===== src/rtl/mmss_led_matrix_pixel_render_defines.svh =====
// assertion helpers for the mm:ss pixel renderer
// both sample on clock and are disabled while reset is high
`ifndef MMSS_LED_MATRIX_PIXEL_RENDER_DEFINES_SVH
`define MMSS_LED_MATRIX_PIXEL_RENDER_DEFINES_SVH

// condition in the same cycle
`define MMSS_ASSERT_SAME(label, cond, expr) \
   label: assert property (@(posedge clock) disable iff (reset) (cond) |-> (expr)) \
      else $error("mmss render check failed");

// condition in the following cycle
`define MMSS_ASSERT_NEXT(label, cond, expr) \
   label: assert property (@(posedge clock) disable iff (reset) (cond) |=> (expr)) \
      else $error("mmss render check failed");

`endif


===== src/rtl/mmss_pkg.sv =====
`timescale 1ns / 1ps

package mmss_pkg;

   localparam logic [7:0] RED_LEVEL_RESET = 8'd40;

   localparam logic [3:0] GLYPH_TOP      = 4'd4;
   localparam logic [3:0] GLYPH_BOTTOM   = 4'd11;
   localparam logic [3:0] MIN_TENS_COL   = 4'd0;
   localparam logic [3:0] MIN_ONES_COL   = 4'd4;
   localparam logic [3:0] COLON_COL      = 4'd7;
   localparam logic [3:0] SEC_TENS_COL   = 4'd9;
   localparam logic [3:0] SEC_ONES_COL   = 4'd13;
   localparam logic [2:0] COLON_UPPER    = 3'd2;
   localparam logic [2:0] COLON_LOWER    = 3'd5;

   // reciprocals: t/60 = (t*69906)>>22 for 16-bit t, m/10 = (m*3277)>>15 for m < 2048
   localparam logic [16:0] RECIP_SIXTY   = 17'd69906;
   localparam logic [11:0] RECIP_TEN     = 12'd3277;

   typedef struct packed {
      logic [15:0] time_seconds;
      logic [7:0]  strip_index;
   } req_type;

   typedef struct packed {
      logic [23:0] pixel_color;
      logic        pixel_lit;
   } rsp_type;

   typedef struct packed {
      logic [15:0] time_seconds;
      logic [10:0] minutes;
      logic [3:0]  row;
      logic [3:0]  col;
   } split_type;

   typedef struct packed {
      logic [10:0] minutes;
      logic [6:0]  min_tens;
      logic [5:0]  seconds;
      logic [3:0]  row;
      logic [3:0]  col;
   } digit_type;

   // 3x8 font, row 0 in the top bits, glyph column 0 is the msb of each row
   function automatic logic [23:0] glyph_word(logic [6:0] digit);
      logic [23:0] word;
      case (digit)
         7'd0: word = {3'd0, 3'd7, 3'd5, 3'd5, 3'd5, 3'd5, 3'd7, 3'd0};
         7'd1: word = {3'd0, 3'd2, 3'd6, 3'd2, 3'd2, 3'd2, 3'd7, 3'd0};
         7'd2: word = {3'd0, 3'd7, 3'd1, 3'd3, 3'd6, 3'd4, 3'd7, 3'd0};
         7'd3: word = {3'd0, 3'd7, 3'd1, 3'd2, 3'd1, 3'd1, 3'd7, 3'd0};
         7'd4: word = {3'd0, 3'd5, 3'd5, 3'd7, 3'd1, 3'd1, 3'd1, 3'd0};
         7'd5: word = {3'd0, 3'd7, 3'd4, 3'd7, 3'd1, 3'd1, 3'd7, 3'd0};
         7'd6: word = {3'd0, 3'd3, 3'd4, 3'd7, 3'd5, 3'd5, 3'd7, 3'd0};
         7'd7: word = {3'd0, 3'd7, 3'd1, 3'd2, 3'd2, 3'd4, 3'd4, 3'd0};
         7'd8: word = {3'd0, 3'd7, 3'd5, 3'd7, 3'd5, 3'd5, 3'd7, 3'd0};
         7'd9: word = {3'd0, 3'd7, 3'd5, 3'd5, 3'd7, 3'd1, 3'd6, 3'd0};
         // anything above nine is blank
         default: word = 24'd0;
      endcase
      return word;
   endfunction

   function automatic logic glyph_on(logic [6:0] digit, logic [2:0] grow, logic [1:0] gcol);
      logic [23:0] word;
      logic [4:0]  bit_sel;
      word    = glyph_word(digit);
      bit_sel = 5'd23 - 5'({grow, 1'b0} + {2'b00, grow}) - {3'b000, gcol};
      return (gcol <= 2'd2) && word[bit_sel];
   endfunction

endpackage


===== src/rtl/mmss_time_split.sv =====
`timescale 1ns / 1ps

module mmss_time_split (
   input  logic                clock,
   input  logic                reset,
   input  logic                in_valid,
   input  mmss_pkg::req_type   in_req,
   output logic                out_valid,
   output mmss_pkg::split_type out_split
);

   logic                valid_ff;
   logic                valid_in;
   mmss_pkg::split_type split_ff;
   mmss_pkg::split_type split_in;
   logic [32:0]         product;

   always_comb begin
      product  = {17'd0, in_req.time_seconds} * {16'd0, mmss_pkg::RECIP_SIXTY};
      valid_in = in_valid;
      split_in.time_seconds = in_req.time_seconds;
      split_in.minutes      = product[32:22];
      split_in.row          = in_req.strip_index[7:4];
      // even rows run backwards, odd rows forwards
      split_in.col          = in_req.strip_index[4] ? in_req.strip_index[3:0]
                                                    : ~in_req.strip_index[3:0];
   end

   always_ff @(posedge clock) begin
      if (reset) begin
         valid_ff <= 1'b0;
      end else begin
         valid_ff <= valid_in;
      end
      split_ff <= split_in;
   end

   assign out_valid = valid_ff;
   assign out_split = split_ff;

endmodule


===== src/rtl/mmss_digit_split.sv =====
`timescale 1ns / 1ps

module mmss_digit_split (
   input  logic                clock,
   input  logic                reset,
   input  logic                in_valid,
   input  mmss_pkg::split_type in_split,
   output logic                out_valid,
   output mmss_pkg::digit_type out_digit
);

   logic                valid_ff;
   logic                valid_in;
   mmss_pkg::digit_type digit_ff;
   mmss_pkg::digit_type digit_in;
   logic [16:0]         minutes_x60;
   logic [16:0]         seconds_full;
   logic [22:0]         tens_product;

   always_comb begin
      minutes_x60  = {in_split.minutes, 6'd0} - {4'd0, in_split.minutes, 2'd0};
      seconds_full = {1'b0, in_split.time_seconds} - minutes_x60;
      tens_product = {12'd0, in_split.minutes} * {11'd0, mmss_pkg::RECIP_TEN};
      valid_in           = in_valid;
      digit_in.minutes   = in_split.minutes;
      digit_in.min_tens  = tens_product[21:15];
      digit_in.seconds   = seconds_full[5:0];
      digit_in.row       = in_split.row;
      digit_in.col       = in_split.col;
   end

   always_ff @(posedge clock) begin
      if (reset) begin
         valid_ff <= 1'b0;
      end else begin
         valid_ff <= valid_in;
      end
      digit_ff <= digit_in;
   end

   assign out_valid = valid_ff;
   assign out_digit = digit_ff;

endmodule


===== src/rtl/mmss_pixel_lookup.sv =====
`timescale 1ns / 1ps

module mmss_pixel_lookup (
   input  logic                clock,
   input  logic                reset,
   input  logic                in_valid,
   input  mmss_pkg::digit_type in_digit,
   input  logic [7:0]          red_level,
   output logic                out_valid,
   output mmss_pkg::rsp_type   out_rsp
);

   logic              valid_ff;
   logic              valid_in;
   mmss_pkg::rsp_type rsp_ff;
   mmss_pkg::rsp_type rsp_in;
   logic [10:0]       min_tens_x10;
   logic [3:0]        min_ones;
   logic [9:0]        sec_product;
   logic [2:0]        sec_tens;
   logic [5:0]        sec_tens_x10;
   logic [3:0]        sec_ones;
   logic [2:0]        grow;
   logic              lit;

   always_comb begin
      min_tens_x10 = 11'({in_digit.min_tens, 3'd0}) + 11'({in_digit.min_tens, 1'b0});
      min_ones     = 4'(in_digit.minutes - min_tens_x10);
      // s/10 = (s*13)>>7 for s < 64
      sec_product  = {1'b0, in_digit.seconds, 3'd0} + {2'd0, in_digit.seconds, 2'd0}
                   + {4'd0, in_digit.seconds};
      sec_tens     = sec_product[9:7];
      sec_tens_x10 = 6'({sec_tens, 3'd0}) + 6'({sec_tens, 1'b0});
      sec_ones     = 4'(in_digit.seconds - sec_tens_x10);
      grow         = 3'(in_digit.row - mmss_pkg::GLYPH_TOP);
      lit          = 1'b0;

      if (in_digit.row inside {[mmss_pkg::GLYPH_TOP:mmss_pkg::GLYPH_BOTTOM]}) begin
         case (in_digit.col) inside
            [4'd0:4'd2]: begin
               lit = mmss_pkg::glyph_on(in_digit.min_tens, grow,
                                        2'(in_digit.col - mmss_pkg::MIN_TENS_COL));
            end
            [4'd4:4'd6]: begin
               lit = mmss_pkg::glyph_on({3'd0, min_ones}, grow,
                                        2'(in_digit.col - mmss_pkg::MIN_ONES_COL));
            end
            mmss_pkg::COLON_COL: begin
               lit = (grow == mmss_pkg::COLON_UPPER) || (grow == mmss_pkg::COLON_LOWER);
            end
            [4'd9:4'd11]: begin
               lit = mmss_pkg::glyph_on({4'd0, sec_tens}, grow,
                                        2'(in_digit.col - mmss_pkg::SEC_TENS_COL));
            end
            [4'd13:4'd15]: begin
               lit = mmss_pkg::glyph_on({3'd0, sec_ones}, grow,
                                        2'(in_digit.col - mmss_pkg::SEC_ONES_COL));
            end
            // gap columns
            default: begin
               lit = 1'b0;
            end
         endcase
      end

      valid_in           = in_valid;
      rsp_in.pixel_lit   = lit;
      rsp_in.pixel_color = lit ? {red_level, 16'd0} : 24'd0;
   end

   always_ff @(posedge clock) begin
      if (reset) begin
         valid_ff <= 1'b0;
      end else begin
         valid_ff <= valid_in;
      end
      rsp_ff <= rsp_in;
   end

   assign out_valid = valid_ff;
   assign out_rsp   = rsp_ff;

endmodule


===== src/rtl/mmss_led_matrix_pixel_render.sv =====
// a request accepted passes the time split, digit split and pixel lookup registers before its result strobe
// throughput: one request per cycle, busy is never raised; three registered stages
// (minutes split, digit split, font lookup), the receiver cannot stall
// reset: synchronous active high, empties the pipeline and sets red level to 40
`timescale 1ns / 1ps
`include "mmss_led_matrix_pixel_render_defines.svh"

module mmss_led_matrix_pixel_render (
   input  logic              clock,
   input  logic              reset,
   input  logic              start,
   output logic              busy,
   input  mmss_pkg::req_type req_data,
   output logic              rsp_strobe,
   output mmss_pkg::rsp_type rsp_data,
   input  logic              csr_write_enable,
   input  logic [7:0]        csr_write_data
);

   logic [7:0]          red_level_ff;
   logic [7:0]          red_level_in;
   logic                accept;
   logic                split_valid;
   mmss_pkg::split_type split_data;
   logic                digit_valid;
   mmss_pkg::digit_type digit_data;

   assign busy   = 1'b0;
   assign accept = start && !busy;

   assign red_level_in = csr_write_enable ? csr_write_data : red_level_ff;

   always_ff @(posedge clock) begin
      if (reset) begin
         red_level_ff <= mmss_pkg::RED_LEVEL_RESET;
      end else begin
         red_level_ff <= red_level_in;
      end
   end

   mmss_time_split u_time_split (
      .clock     (clock),
      .reset     (reset),
      .in_valid  (accept),
      .in_req    (req_data),
      .out_valid (split_valid),
      .out_split (split_data)
   );

   mmss_digit_split u_digit_split (
      .clock     (clock),
      .reset     (reset),
      .in_valid  (split_valid),
      .in_split  (split_data),
      .out_valid (digit_valid),
      .out_digit (digit_data)
   );

   mmss_pixel_lookup u_pixel_lookup (
      .clock     (clock),
      .reset     (reset),
      .in_valid  (digit_valid),
      .in_digit  (digit_data),
      .red_level (red_level_ff),
      .out_valid (rsp_strobe),
      .out_rsp   (rsp_data)
   );

   // every request comes out of the pipeline as a result strobe, and nothing else does
   `MMSS_ASSERT_NEXT(a_latency, accept, ##2 rsp_strobe)
   `MMSS_ASSERT_SAME(a_no_phantom, rsp_strobe, $past(accept, 3))
   `MMSS_ASSERT_SAME(a_dark_zero, rsp_strobe && !rsp_data.pixel_lit, rsp_data.pixel_color == 24'd0)
   `MMSS_ASSERT_SAME(a_lit_red, rsp_strobe && rsp_data.pixel_lit, rsp_data.pixel_color == {$past(red_level_ff), 16'd0})

endmodule

===== config.mk =====
export PLATFORM = sky130hd
export DESIGN_NAME = mmss_led_matrix_pixel_render
export DESIGN_NICKNAME = d
export VERILOG_FILES = /design/src/rtl/mmss_pkg.sv /design/src/rtl/mmss_time_split.sv /design/src/rtl/mmss_digit_split.sv /design/src/rtl/mmss_pixel_lookup.sv /design/src/rtl/mmss_led_matrix_pixel_render.sv
export VERILOG_INCLUDE_DIRS = /design/src /design/src/rtl
export SDC_FILE = /design/constraint.sdc
export NUM_CORES = 1
export LEC_CHECK = 0
export CELL_PAD_IN_SITES_DETAIL_PLACEMENT = 1
export CELL_PAD_IN_SITES_GLOBAL_PLACEMENT = 1
export CORE_ASPECT_RATIO = 0.5
export CORE_MARGIN = 2
export CORE_UTILIZATION = 52
export CTS_CLUSTER_DIAMETER = 150
export CTS_CLUSTER_SIZE = 24
export DETAILED_ROUTE_END_ITERATION = 10
export DONT_BUFFER_PORTS = 1
export PLACE_DENSITY_LB_ADDON = 0.25
export SLEW_MARGIN = 20
export SYNTH_ARGS = -nofsm -noshare
export SYNTH_HDL_FRONTEND = slang
export SYNTH_SLANG_ARGS = --single-unit

===== constraint.sdc =====
create_clock -name clock -period 6.9 [get_ports clock]
set_clock_uncertainty 0.1 [all_clocks]
set_input_delay 0.69 -clock clock [delete_from_list [all_inputs] [get_ports clock]]
set_output_delay 0.69 -clock clock [all_outputs]
set_load 0.005 [all_outputs]

* Yosys cells after proc, flatten, opt, wreduce, memory -nomap -nowiden
Memory sizes are Yosys's and may differ from the RTL's. A register that Yosys moved wholly into a read port is not among the register bits.
Cells that the tools add are included.
** Word-level totals
- Register bits after elaboration :: 86
- ROM bits :: 1008
- Bits of input ports :: 36
- Output and inout bits :: 27
- Word-level logic and storage cells :: 105
- Memories kept :: 4
** Memories
- (no name shown) :: words 16, bits a word 18, rd ports 1, clocked after Yosys merged registers in 1, wr ports 0, line mmss_pkg.sv:49 : case (digit)
- (no name shown) :: words 16, bits a word 18, rd ports 1, clocked after Yosys merged registers in 0, wr ports 0, line mmss_pkg.sv:49
- (no name shown) :: words 16, bits a word 18, rd ports 1, clocked after Yosys merged registers in 0, wr ports 0, line mmss_pkg.sv:49
- (no name shown) :: words 8, bits a word 18, rd ports 1, clocked after Yosys merged registers in 0, wr ports 0, line mmss_pkg.sv:49
** Cells by class
- Add/sub/neg operators :: 18
- Multipliers :: 2
- $lt $le $gt $ge :: 18
- Equality and inequality tests :: 3
- Mux-type cells :: 32
- Bitwise logic cells :: 1
- Reduce and logical (&&, ||, !) cells :: 11
** Operator list (number)
- $mux 24 :: 17
- $mul 16x16->32 const B :: 1
- $lt 5x6->1 const B :: 4
- $mul 11x12->22 const B :: 1
- $bmux 1 s5 :: 4
- $sub 5x2->5 :: 4
- $le 4x4->1 const B :: 3
- $add 10x6->10 :: 1
- $add 9x8->10 :: 1
- $mux 1 :: 10
- $logic_and 1x1->1 :: 9
- $add 4x4->4 :: 2
- $ge 4x3->1 const B :: 2
- $ge 4x4->1 const B :: 2
- $le 2x2->1 const B :: 4
- $sub 4x4->4 :: 2
- $sub 1x6->6 const A :: 1
- $sub 2x1->2 const B :: 3
- $sub 6x6->6 :: 1
- $add 4x3->5 :: 1
- $sub 5x5->5 const A :: 1
- $eq 4x3->1 const B :: 1
- $ge 4x1->1 const B :: 1
- $le 4x2->1 const B :: 1
- 8 further kinds :: 8

* Depth between registers and ports, before layout
Gate-level depths: netlist of run 1.
An unclocked memory read counts as a cell.
- Word-level depth :: 20
- Mapped depth :: 21
- Depth with buffers taken out :: 21

* Modules after synthesis
From an unflattened synthesis of run 1, not the netlist that was laid out.
** Unflattened totals
- Cell total of the unflattened synthesis :: 1132
- Area, all modules :: 10188.5 sq um
** Modules (own cells, without submodules)
- mmss_pixel_lookup :: times used 1, cells an instance 482, area each 3606.0 sq um, sequential area each 200.2 sq um
- mmss_time_split :: times used 1, cells an instance 351, area each 3404.5 sq um, sequential area each 720.7 sq um
- mmss_digit_split :: times used 1, cells an instance 271, area each 2874.0 sq um, sequential area each 660.6 sq um
- mmss_led_matrix_pixel_render :: times used 1, cells an instance 28, area each 304.0 sq um, sequential area each 160.2 sq um

* Worst setup path before layout of run 1
OpenSTA, ideal clock, no wires.
- Path type :: register -> register
- Start point :: register u_time_split.split_ff (netlist bit u_time_split.out_split[17])
- End point :: register with a tool-made name
- Library setup time :: 0.133 ns
- Data arrival time :: 5.079 ns
- Data required time :: 6.667 ns
- Slack :: 1.588 ns
- Stages on the path, launching flop included :: 19
- Path buffers :: 1
- Period minus slack after synthesis :: 5.312 ns
- Cells stage by stage :: dfxtp_1 > inv_1 > ha_1 > inv_1 > fa_1 > inv_1 > fa_1 > fa_1 > fa_1 > inv_1 > ha_1 > a2111oi_0 > o211ai_1 > a31oi_1 > o21ai_0 > nor2_1 > clkbuf_1 > mux2i_1 > o22ai_1
** RTL lines
- from (decl) :: line mmss_time_split.sv:14 : mmss_pkg::split_type split_ff;
- from (signal assigned) :: line mmss_time_split.sv:35 : split_ff <= split_in;

* Final worst setup path of run 1
- Start point :: register u_digit_split.digit_ff (netlist bit u_digit_split.out_digit[9])
- End point :: register u_pixel_lookup.rsp_ff (netlist bit u_pixel_lookup.out_rsp[17])
** On the way
- Longest elaborated chain between the ends :: 20
- Elaborated cells on any way between the ends :: 29
- Those cells by class :: 4 x add/sub; 21 x mux; 2 x reduce/logical; 2 x memory
** Ends and longest elaborated chain
- from (decl) :: line mmss_digit_split.sv:14 : mmss_pkg::digit_type digit_ff;
- from (signal assigned) :: line mmss_digit_split.sv:38 : digit_ff <= digit_in;
- $add 9x8->10 :: line mmss_pixel_lookup.sv:30 : sec_product = {1'b0, in_digit.seconds, 3'd0} + {2'd0, in_digit.seconds, 2'd0}
- $add 10x6->10 :: line mmss_pixel_lookup.sv:31 : + {4'd0, in_digit.seconds};
- $add 4x4->4 :: line mmss_pixel_lookup.sv:33 : sec_tens_x10 = 6'({sec_tens, 3'd0}) + 6'({sec_tens, 1'b0});
- $sub 4x4->4 :: line mmss_pixel_lookup.sv:34 : sec_ones = 4'(in_digit.seconds - sec_tens_x10);
- $mem_v2 16x18
- $mux 24 (5 in series) :: line mmss_pixel_lookup.sv:39 : case (in_digit.col) inside
- $mux 24 :: line mmss_pixel_lookup.sv:38 : if (in_digit.row inside {[mmss_pkg::GLYPH_TOP:mmss_pkg::GLYPH_BOTTOM]}) begin
- $bmux 1 s5 :: line mmss_pkg.sv:71 : return (gcol <= 2'd2) && word[bit_sel];
- $mux 1 (not written as such) :: line mmss_pkg.sv:71
- $logic_and 1x1->1 :: line mmss_pkg.sv:71
- $mux 1 :: line mmss_pixel_lookup.sv:39
- $mux 1 * (4 in series) :: line mmss_pixel_lookup.sv:39
- $mux 1 * :: line mmss_pixel_lookup.sv:38
- to (signal assigned) :: line mmss_pixel_lookup.sv:77 : rsp_ff <= rsp_in;
- to (decl) :: line mmss_pixel_lookup.sv:15 : mmss_pkg::rsp_type rsp_ff;
Every way passes the cells marked *; elsewhere a longest branch is shown, timed or not. The select of a mux whose other input is x is not followed.
A chain may end at the register's enable or synchronous reset.

==> qor.txt, run 1 <==
CP peak stage delay: 0.54 ns
Die area: 19200 um2
Remaining DRCs: 0
Vias in the first global route: 7765
Post_cts resized: 0
H-tree Lvls: 3
Status: finished clean
Clock Root Buffer: clkbuf_16
Antenna diode count: 0
Worst-Skew Late Latency: 0.35 ns
RSZ-0062 raised after global routing: false
Delay-heaviest family, CP: simple AND/OR/NAND/NOR gates
Final Setup Violations: 0
CP Class: reg2reg
Syn Area/Cell: 9.39 um2
Worst path cell trace: inv_1 > fa_1 > inv_1 > ha_1 > or3_4 > o22a_2 > a21oi_1 > xnor2_1 > ha_1 > nor3b_1 > nand2_1 > nor2_1 > nand3b_1 > or2_1 > mux2i_1 > o22ai_1 > o311a_1 > nor4b_1
Routed Antenna Nets: 0
Critical path peak fanout: 9
Drt pass-1 iters: 4
Setup TNS: 0 ns
FP Rows: 34
HPWL Detailed: 19.0 mm
Hold-fix buffers at CTS: 0
CP bufs+invs: 2
DR iter-0 viols: 270
First-pass GRT wire length: 39.5 mm
GP Congestion: 0.897
Most used DFF post-synth: dfxtp_1
Layout area overhead: 5.21%
Slowest cell on the critical path: fa_1
CTS tree: done
Core area: 17500 um2
Sequential area share after synthesis: 17.9%
Via Count: 7064
Cell Area, Synth: 9380 um2
Synth cell types: 75
WL/cell: 19.2 um
MaxCap Viol Count: 0
Filler cell count: 2016
Total wire length: 23.7 mm
Max-slew headroom: 40.6%
DR vias/cell: 5.74
Asr flop ratio synth: 0%
CP Launch Type: flop
CTS max path bufs: 2
Initial antenna violation count: 0
Initial core utilization: 53.5%
FF+latch count, synth: 84
Worst-margin pin slew: 0.885 ns
Final slew viol count: 0
Hold Path Class: reg2reg
CP endpoint kind: flop
Fin nets: 1303
EDFF count, synth: 0
Fin crit period: 5.85 ns
Final Hold Fails: 0
Die height: 99.0 um
Crit share post-route: 84.8%
Ys Warns: 0
IO buf count: 0
CTS buffer count: 9
Sink Count: 84
Largest net degree at the start of global routing: 37
Syn Inst Count: 999
Clock transition at the registers of the reported paths: 0.07 ns
Worst Path Arrival: 5.98 ns
Highest clock rate: 0.171 GHz
Total GRT Usage: 25.7%
I/O pins: 63
Critical Path RT: 7.03 ns
GRT overflow: 0
Post-CTS setup buffer count: 0
Layout cells sized above 1: 4.72%
Die width: 194 um
==> metal layers <==
| layer | share of wire, % | track usage [%] | vias up | wire [um] |
|---|---|---|---|---|
| li1 | - | - | 3405 | - |
| met1 | 45 | 32.0 | 3495 | 10700 |
| met2 | 49 | 46.5 | 125 | 11700 |
| met3 | 3.6 | 3.94 | 39 | 861 |
| met4 | 2.0 | 7.34 | 0 | 467 |
| met5 | 0 | 0 | - | 0 |
==> cells in the mapped netlist, types with 3 or more instances <==
| library cell | number | area share, % |
|---|---|---|
| a2111oi_0 | 3 | 0.28 |
| a211oi_1 | 13 | 1.0 |
| a21o_1 | 12 | 0.96 |
| a21oi_1 | 28 | 1.5 |
| a311oi_1 | 6 | 0.56 |
| a31oi_1 | 11 | 0.73 |
| and3_1 | 4 | 0.27 |
| buf_4 | 18 | 1.4 |
| clkbuf_1 | 17 | 0.68 |
| dfxtp_1 | 84 | 18 |
| fa_1 | 57 | 12 |
| ha_1 | 219 | 29 |
| inv_1 | 160 | 6.4 |
| mux2_2 | 5 | 0.60 |
| mux2i_1 | 19 | 2.0 |
| mux4_2 | 5 | 1.2 |
| nand2_1 | 37 | 1.5 |
| nand2b_1 | 8 | 0.53 |
| nand3_1 | 19 | 1.0 |
| nand4_1 | 4 | 0.27 |
| nor2_1 | 47 | 1.9 |
| nor2b_1 | 11 | 0.73 |
| nor3_1 | 16 | 0.85 |
| nor3b_1 | 6 | 0.48 |
| nor4b_1 | 9 | 0.84 |
| o211ai_1 | 7 | 0.56 |
| o21a_1 | 11 | 0.88 |
| o21ai_0 | 34 | 1.8 |
| o221ai_1 | 3 | 0.28 |
| o22ai_1 | 12 | 0.80 |
| o311a_1 | 3 | 0.32 |
| o31ai_1 | 7 | 0.56 |
| or3_1 | 4 | 0.27 |
| xnor2_1 | 35 | 3.3 |
| xor2_1 | 13 | 1.2 |
==> logic make-up (layout without fill, tap and decap cells) <==
group	Yosys count	count (layout)	share of synthesized area, %
multiplexers	30	30	3.99
XOR/XNOR	50	50	4.89
AO/OA/AOI/OAI	177	177	13.0
buffers and inverters	199	180	8.85
other	1	17	0.0400
AND/OR/NAND/NOR	182	182	9.99
flip-flops	84	84	17.9
adder cells (fa/ha/maj)	276	276	41.4
==> final timing paths <==
check / from / cells after the start / slack [ns] / to
setup / recovery: u_digit_split.out_digit[9]$_DFF_P_ / 18 / 1.05 / u_pixel_lookup.out_rsp[17]$_SDFF_PN0_
setup reg to reg: u_digit_split.out_digit[9]$_DFF_P_ / 18 / 1.05 / u_pixel_lookup.out_rsp[17]$_SDFF_PN0_
hold / removal: u_time_split.out_split[5]$_DFF_P_ / 0 / 0.23 / u_digit_split.out_digit[5]$_DFF_P_
hold reg to reg: u_time_split.out_split[5]$_DFF_P_ / 0 / 0.23 / u_digit_split.out_digit[5]$_DFF_P_
==> metrics by stage <==
| step | setup slack [ns] | utilization [%] | hold slack [ns] | instances | area [um2] |
|---|---|---|---|---|---|
| floorplan | 1.59 | - | 0.210 | 1015 | 9440 |
| global placement | 1.40 | 54.4 | 0.211 | 1214 | 9540 |
| detailed placement | 1.16 | 54.4 | 0.213 | 1214 | 9540 |
| global route | 0.626 | 56.3 | 0.235 | 1230 | 9870 |
| CTS | 1.06 | 56.3 | 0.229 | 1230 | 9870 |
| finish | 1.05 | 56.3 | 0.230 | 1230 | 9870 |
==> cell type report <==
cell class	instances	area, um2	share of cell area [%]
repair buffers	4	30.0	0.304
well taps	234	293	2.97
clock inverters	7	105	1.06
multi-input cells	732	6940	70.3
clock buffers	9	225	2.28
inverters	160	601	6.08
flip-flops and latches	84	1680	17.0
==> layout by cell type, fill, tap and decap left out, types with 4 or more instances in the layout <==
cell,Yosys,layout
fa_1,57,57
o31ai_1,7,7
a311oi_1,6,6
o21a_1,11,11
nor3b_1,6,6
mux2_2,5,5
conb_1,1,17
nand4_1,4,4
buf_4,18,4
dfxtp_1,84,84
nor2b_1,11,11
a21oi_1,28,28
nand2_1,37,37
o21ai_0,34,34
o211ai_1,7,7
mux2i_1,19,19
nor2_1,47,47
a211oi_1,13,13
mux4_2,5,5
inv_1,160,160
or3_1,4,4
nand3_1,19,19
ha_1,219,219
nor4b_1,9,9
o22ai_1,12,12
nor3_1,16,16
a21o_1,12,12
a31oi_1,11,10
xor2_1,13,13
nand2b_1,8,8
clkbuf_16,0,9
xnor2_1,35,35
and3_1,4,4
Power of run 1 is left out: the tool's default activity adds up to more than one toggle a clock period on the data nets, which glitch-free logic cannot reach.
==> inputs of run 2 (changes only) <==
--- a/config.mk
+++ b/config.mk
@@ -6,11 +6,12 @@
 export SDC_FILE = /design/constraint.sdc
 export NUM_CORES = 1
 export LEC_CHECK = 0
+export ABC_AREA = 1
 export CELL_PAD_IN_SITES_DETAIL_PLACEMENT = 1
 export CELL_PAD_IN_SITES_GLOBAL_PLACEMENT = 1
 export CORE_ASPECT_RATIO = 0.5
 export CORE_MARGIN = 2
-export CORE_UTILIZATION = 52
+export CORE_UTILIZATION = 50
 export CTS_CLUSTER_DIAMETER = 150
 export CTS_CLUSTER_SIZE = 24
 export DETAILED_ROUTE_END_ITERATION = 10
==> constraint.sdc (replaced) <==
create_clock -name clock -period 5.99 [get_ports clock]
set_clock_uncertainty 0.1 [all_clocks]
set_input_delay 0.599 -clock clock [delete_from_list [all_inputs] [get_ports clock]]
set_output_delay 0.599 -clock clock [all_outputs]
set_load 0.005 [all_outputs]
==> run 2 against run 1 <==
  * First-iteration DRC count down 46%
  * Cell count up 20%
  * Via count is 7.7% higher
  * Setup slack worse by 0.58 ns
  * Critical path type unchanged
  * Largest cell class unchanged
==> qor.txt, run 2 <==
Antenna diode count: 0 (unchanged)
CTS buffer count: 9 (unchanged)
Clock Root Buffer: clkbuf_16
Most used DFF post-synth: dfxtp_1
Critical Path RT: 6.07 ns (-0.96 ns)
CP peak stage delay: 0.57 ns (+0.03 ns)
CP endpoint kind: flop
Grt peak-use layer: met2
Asr flop ratio synth: 0% (unchanged)
MaxCap Viol Count: 0 (unchanged)
Syn Area/Cell: 7.88 um2 (-16%)
Via Count: 7608 (+7.7%)
Xor/xnor cell area share of the yosys netlist: 3.86% (-1.0 points)
Die area: 20300 um2 (+5.5%)
Leading post-synthesis cells by cell area: ha_1, dfxtp_1, fa_1
DR iter-0 viols: 147 (-46%)
First-pass GRT wire length: 40.4 mm (+2.2%)
Setup TNS: 0 ns (unchanged)
Cell Area, Synth: 9530 um2 (+1.6%)
I/O pins: 63 (unchanged)
CP Launch Type: flop
Post_cts resized: 0 (unchanged)
Fin nets: 1526 (+17%)
Highest clock rate: 0.181 GHz (+6.1%)
WL/cell: 16.4 um (-15%)
Final Setup Violations: 0 (unchanged)
GP Congestion: 0.891 (-0.59%)
Met3 usage: 3.60% (-0.34 points)
Vias in the first global route: 8416 (+8.4%)
Hold depth: 0 (unchanged)
EDFF count, synth: 0 (unchanged)
Total GRT Usage: 25.2% (-0.53 points)
Post-synthesis adder-cell area fraction: 40.7% (-0.65 points)
Post-CTS setup buffer count: 0 (unchanged)
HPWL Detailed: 20.2 mm (+6.3%)
CTS tree: done
Final slew viol count: 0 (unchanged)
DR vias/cell: 5.15 (-10%)
IO buf count: 0 (unchanged)
Critical path peak fanout: 9 (unchanged)
CTS max path bufs: 2 (unchanged)
Layout cells sized above 1: 4.51% (-0.21 points)
Sequential area share after synthesis: 17.6% (-0.28 points)
Drt pass-1 iters: 4 (unchanged)
FF+latch count, synth: 84 (unchanged)
GRT overflow: 0 (unchanged)
Share of the synthesized area in the top cell type: 28.7% (-0.46 points)
Multi-input gate area: 6850 um2 (-1.3%)
Synth Area in Simple Gates: 17.1% (+7.1 points)
Status: finished clean
Die height: 102 um (+2.7%)
Largest family of logic cells by synthesized area: adder cells
Synth cell types: 40 (-47%)
Fin crit period: 5.52 ns (-0.335 ns)
Worst-margin pin slew: 0.714 ns (-0.171 ns)
Clock transition at the registers of the reported paths: 0.08 ns (about the same)
Largest net degree at the start of global routing: 18 (-51%)
Hold Path Class: in2reg
Global routing usage on met1: 29.1% (-2.9 points)
Routed Antenna Nets: 0 (unchanged)
Initial core utilization: 51.5% (-2.1 points)
RSZ-0062 raised after global routing: false
CP Class: reg2reg
Worst-Skew Late Latency: 0.35 ns (about the same)
Total wire length: 24.2 mm (+2.3%)
Worst slack, placed: 0.566 ns (-0.596 ns)
FF-to-FF path depth: 20 (+2)
Crit share post-route: 92.1% (+7.3 points)
Commonest non-fill, non-tap cells in the layout: nand2_1, inv_1, ha_1
Slowest cell on the critical path: fa_1
Yosys top cell by area: ha_1
Core area: 18500 um2 (+5.7%)
Post-synth top cells: nand2_1, inv_1, ha_1
Leading cell type in the layout, fill and taps excluded: nand2_1
Max-slew headroom: 52.1% (+11 points)
H-tree Lvls: 3 (unchanged)
Compound-Gate Fraction of Synth Area: 9.40% (-3.6 points)
Filler cell count: 2303 (+14%)
Syn Inst Count: 1210 (+21%)
Hold-fix buffers at CTS: 0 (unchanged)
Ys Warns: 0 (unchanged)
Die width: 199 um (+2.7%)
Layout area overhead: 5.67%
Initial antenna violation count: 0 (unchanged)
CP most frequent cell: inv_1
Worst path cell trace: inv_1 > ha_1 > inv_1 > fa_1 > inv_1 > fa_1 > fa_1 > fa_1 > inv_1 > ha_1 > a21oi_1 > o21ai_0 > a221oi_1 > o21ai_0 > xor2_1 > inv_1 > nand2_1 > nand2_1 > inv_1 > o21ai_0
Worst Path Arrival: 5.60 ns (-0.38 ns)
Sink Count: 84 (unchanged)
FP Rows: 35 (+2.9%)
Final Hold Fails: 0 (unchanged)
Remaining DRCs: 0 (unchanged)
Most frequent cell after synthesis: nand2_1
Final WS setup: 0.475 ns (-0.575 ns)
Met2 Use GR: 47.7% (+1.3 points)
Storage element area: 1680 um2 (unchanged)
Mux cell area share after synthesis: 0.118% (-3.9 points)
run 2: cell count changes after synthesis, sizes merged, moves of 12 or more:
cell and change:
a21oi +43, clkbuf -12, inv +82, mux2i -19, nand2 +219, nand3 +32, o21ai +15, o22ai -12
xnor2 -13
run 2: worst paths after layout:
path | startpoint | to | slack (ns)
setup / recovery | u_time_split.out_split[17]$_DFF_P_ | flop | 0.47
hold / removal | req_data[9] | u_time_split.out_split[20]$_DFF_P_ | 0.17
setup reg to reg | u_time_split.out_split[17]$_DFF_P_ | flop | 0.47
hold reg to reg | u_time_split.out_split[4]$_DFF_P_ | u_digit_split.out_digit[4]$_DFF_P_ | 0.23
run 2: worst max-delay path, delay by kind of cell, from the launching register on:
kind,cells,cell delay [ns]
adders and majority gates,6,2.64
DFF,1,0.39
xor gates and xnor gates,1,0.55
buffers and inverters,6,0.62
AOI/OAI and AO/OA,5,0.83
and+or+nand+nor,2,0.23
run 2: per-layer routing:
layer / up-vias / share of wire, %
met2: 111 / 50
met5: - / 0
li1: 3826 / -
met3: 48 / 2.9
met4: 0 / 2.5
met1: 3623 / 44
run 2: final cells by class:
class | count | share of cell area (%)
clock buffer | 9 | 2.24
tap | 259 | 3.22
inverter | 242 | 9.02
multi-input combinational | 877 | 68.0
clock inverter | 7 | 0.882
sequential | 84 | 16.7
run 2: logic make-up (layout without fill, tap and decap cells):
family	after synthesis	after routing
AND/OR/NAND/NOR	383	383
adder cells (fa/ha/maj)	276	276
buffers and inverters	265	258
AO/OA/AOI/OAI	158	158
flip-flops	84	84
XOR/XNOR	42	42
other	1	17
multiplexers	1	1
run 2: through the flow:
| stage | instance area (um2) | util (%) | hold WS [ns] | std cells |
|---|---|---|---|---|
| 3_5_place_dp | 9760 | 52.7 | 0.215 | 1462 |
| 2_1_floorplan | 9590 | - | 0.210 | 1226 |
| 6_report | 10100 | 54.4 | 0.167 | 1478 |
| 3_3_place_gp | 9760 | 52.7 | 0.213 | 1462 |
| 4_1_cts | 10100 | 54.4 | 0.155 | 1478 |
| 5_1_grt | 10100 | 54.4 | 0.155 | 1478 |
Power of run 2 is left out for the same reason.
==> inputs of run 3 (changes only) <==
--- a/config.mk
+++ b/config.mk
@@ -7,11 +7,11 @@
 export NUM_CORES = 1
 export LEC_CHECK = 0
 export ABC_AREA = 1
-export CELL_PAD_IN_SITES_DETAIL_PLACEMENT = 1
-export CELL_PAD_IN_SITES_GLOBAL_PLACEMENT = 1
+export CELL_PAD_IN_SITES_DETAIL_PLACEMENT = 2
+export CELL_PAD_IN_SITES_GLOBAL_PLACEMENT = 2
 export CORE_ASPECT_RATIO = 0.5
 export CORE_MARGIN = 2
-export CORE_UTILIZATION = 50
+export CORE_UTILIZATION = 36
 export CTS_CLUSTER_DIAMETER = 150
 export CTS_CLUSTER_SIZE = 24
 export DETAILED_ROUTE_END_ITERATION = 10
==> constraint.sdc (replaced) <==
create_clock -name clock -period 4.6 [get_ports clock]
set_clock_uncertainty 0.1 [all_clocks]
set_input_delay 0.46 -clock clock [delete_from_list [all_inputs] [get_ports clock]]
set_output_delay 0.46 -clock clock [all_outputs]
set_load 0.005 [all_outputs]
==> run 3 against run 2 <==
  * The flow now finishes with violations (setup timing)
  * Hold slack worse by 0.16 ns
  * Utilization is 10 points lower
  * Cell count is 12% higher
  * Wire length is 66% higher
  * Non-clock buffer count is 75 higher
  * Maximum frequency is 8.3% higher
  * Via count is 16% higher
  * Setup slack worse by 0.97 ns
  * Highest routed layer unchanged
==> qor.txt, run 3 (same netlist as run 2, synthesis figures left out) <==
Status: finished with violations
Failing checks: setup timing
CP endpoint kind: flop
CP Class: reg2reg
Sink Count: 84 (unchanged)
Critical path peak fanout: 6 (-3)
RSZ-0062 raised after global routing: true
Critical Path RT: 4.79 ns (-1.28 ns)
Via Count: 8835 (+16%)
Worst Hold Path EP: u_time_split.out_split[24]$_DFF_P_
Post-layout util: 44.2% (-10 points)
Slowest cell on the critical path: fa_1
Die width: 234 um (+17%)
Die height: 119 um (+17%)
Max-slew headroom: 58.3% (+6.3 points)
Final Setup Violations: 19 (+19)
FF-to-FF path depth: 24 (+20%)
Total wire length: 40.2 mm (+66%)
Fin nets: 1603 (+5.0%)
FP Rows: 42 (+20%)
MaxCap Viol Count: 0 (unchanged)
Hold depth: 0 (unchanged)
Antenna diode count: 0 (unchanged)
Fin crit period: 5.09 ns (-0.421 ns)
CTS buffer count: 9 (unchanged)
GRT overflow: 0 (unchanged)
GP Congestion: 0.819 (-8.2%)
DR vias/cell: 5.36 (+4.1%)
IO buf count: 0 (unchanged)
Leading cell type in the layout, fill and taps excluded: inv_1
Clock Root Buffer: clkbuf_16
Worst-Skew Late Latency: 0.37 ns (+0.02 ns)
CTS tree: done
Final WS setup: -0.494 ns (-0.969 ns)
Remaining DRCs: 0 (unchanged)
Drt pass-1 iters: 5 (+1)
Internal reg-to-reg setup slack: -0.49 ns (-0.97 ns)
Worst-margin pin slew: 0.618 ns (-0.0956 ns)
Initial core utilization: 36.4% (-15 points)
Clock transition at the registers of the reported paths: 0.08 ns (about the same)
Layout area overhead: 21.5%
I/O pins: 63 (unchanged)
H-tree Lvls: 3 (unchanged)
Die area: 27900 um2 (+38%)
Highest clock rate: 0.196 GHz (+8.3%)
Total GRT Usage: 26.4% (+1.3 points)
CP peak stage delay: 0.60 ns (+0.03 ns)
First-pass GRT wire length: 56.2 mm (+39%)
Worst hold start: req_data[13]
Placed insts: 1602 (+9.6%)
Non-filler instance count after layout: 1648 (+12%)
Routed Antenna Nets: 0 (unchanged)
Final Hold Fails: 0 (unchanged)
Worst Path Arrival: 5.29 ns (-0.31 ns)
WL/cell: 24.4 um (+49%)
Crit share post-route: 111% (+19 points)
Largest net degree at the start of global routing: 19 (+1)
CTS max path bufs: 2 (unchanged)
Hold Path Class: in2reg
Core area: 26200 um2 (+42%)
Commonest non-fill, non-tap cells in the layout: inv_1, nand2_1, ha_1
Layout cells sized above 1: 19.9% (+15 points)
CP Launch Type: flop
Final slew viol count: 0 (unchanged)
Initial antenna violation count: 0 (unchanged)
Vias in the first global route: 10100 (+20%)
DR iter-0 viols: 467 (+220%)
R2R Path Start: u_time_split.out_split[17]$_DFF_P_
HPWL Detailed: 24.8 mm (+23%)
Worst path cell trace: inv_2 > ha_4 > inv_4 > fa_2 > inv_2 > fa_1 > fa_1 > fa_1 > inv_2 > ha_4 > a21oi_2 > o21ai_1 > a21oi_2 > nand2_2 > nand2_2 > o21ai_4 > or2_4 > nand2_8 > clkinv_8 > nor2_4 > nand2_4 > nand2_4 > inv_4 > o21ai_2
## run 3: how the worst max path moves through the flow
stage	from	endpoint	slack [ns]	cells past startpoint
after floorplan	u_time_split.out_split[16]$_DFF_P_	flop	0.01	18
after global routing	u_time_split.out_split[17]$_DFF_P_	flop	-0.63	24
final	u_time_split.out_split[17]$_DFF_P_	flop	-0.49	24
after CTS	u_time_split.out_split[17]$_DFF_P_	flop	-0.22	23
after global placement	u_time_split.out_split[17]$_DFF_P_	flop	-0.14	20
after detailed placement	u_time_split.out_split[17]$_DFF_P_	flop	-0.49	20
## run 3: final cells by class
type | instances | area, um2
Sequential cell | 84 | 1700
Inverter | 242 | 933
Timing Repair Buffer | 75 | 616
Tap cell | 352 | 440
Clock inverter | 7 | 76.3
Clock buffer | 9 | 225
Multi-Input combinational cell | 879 | 7590
Fill cell | 2865 | 14600
## run 3: worst max-delay path, delay by kind of cell (launching register included)
family / cells / cell delay (ns)
adders and majority gates: 6 / 2.69
and+or+nand+nor: 7 / 0.96
AOI/OAI and AO/OA: 5 / 0.56
DFF: 1 / 0.35
buffers and inverters: 6 / 0.33
## run 3: repair_timing
item                                    CTS  global route
setup buffers                             7            17
pin swaps                                44            57
gates resized for setup                  82           100
cloned                                    0             2
hold endpoints to repair                  0             4
endpoints found under the setup margin   28            31
hold buffers                              0             4
## run 3: routing by layer
metal / GRT usage [%] / up-vias / part of all wire (%)
li1: - / 3986 / -
met5: 0 / - / 0
met2: 50.4 / 243 / 52
met1: 27.6 / 4476 / 40
met3: 4.00 / 130 / 3.0
met4: 14.6 / 0 / 5.4
## run 3: metrics by stage
stage                     hold WS (ns)  setup WS, ns  instance area (um2)  setup TNS, ns
after floorplan                  0.210        0.0145                 9640              0
after global placement           0.212        -0.139                10300          -1.36
after detailed placement         0.214        -0.485                10300          -7.56
after CTS                       0.0105        -0.217                11000          -2.49
after global routing           0.00294        -0.626                11600         -11.15
final                           0.0102        -0.494                11600          -7.70
Power of run 3 is left out for the same reason.
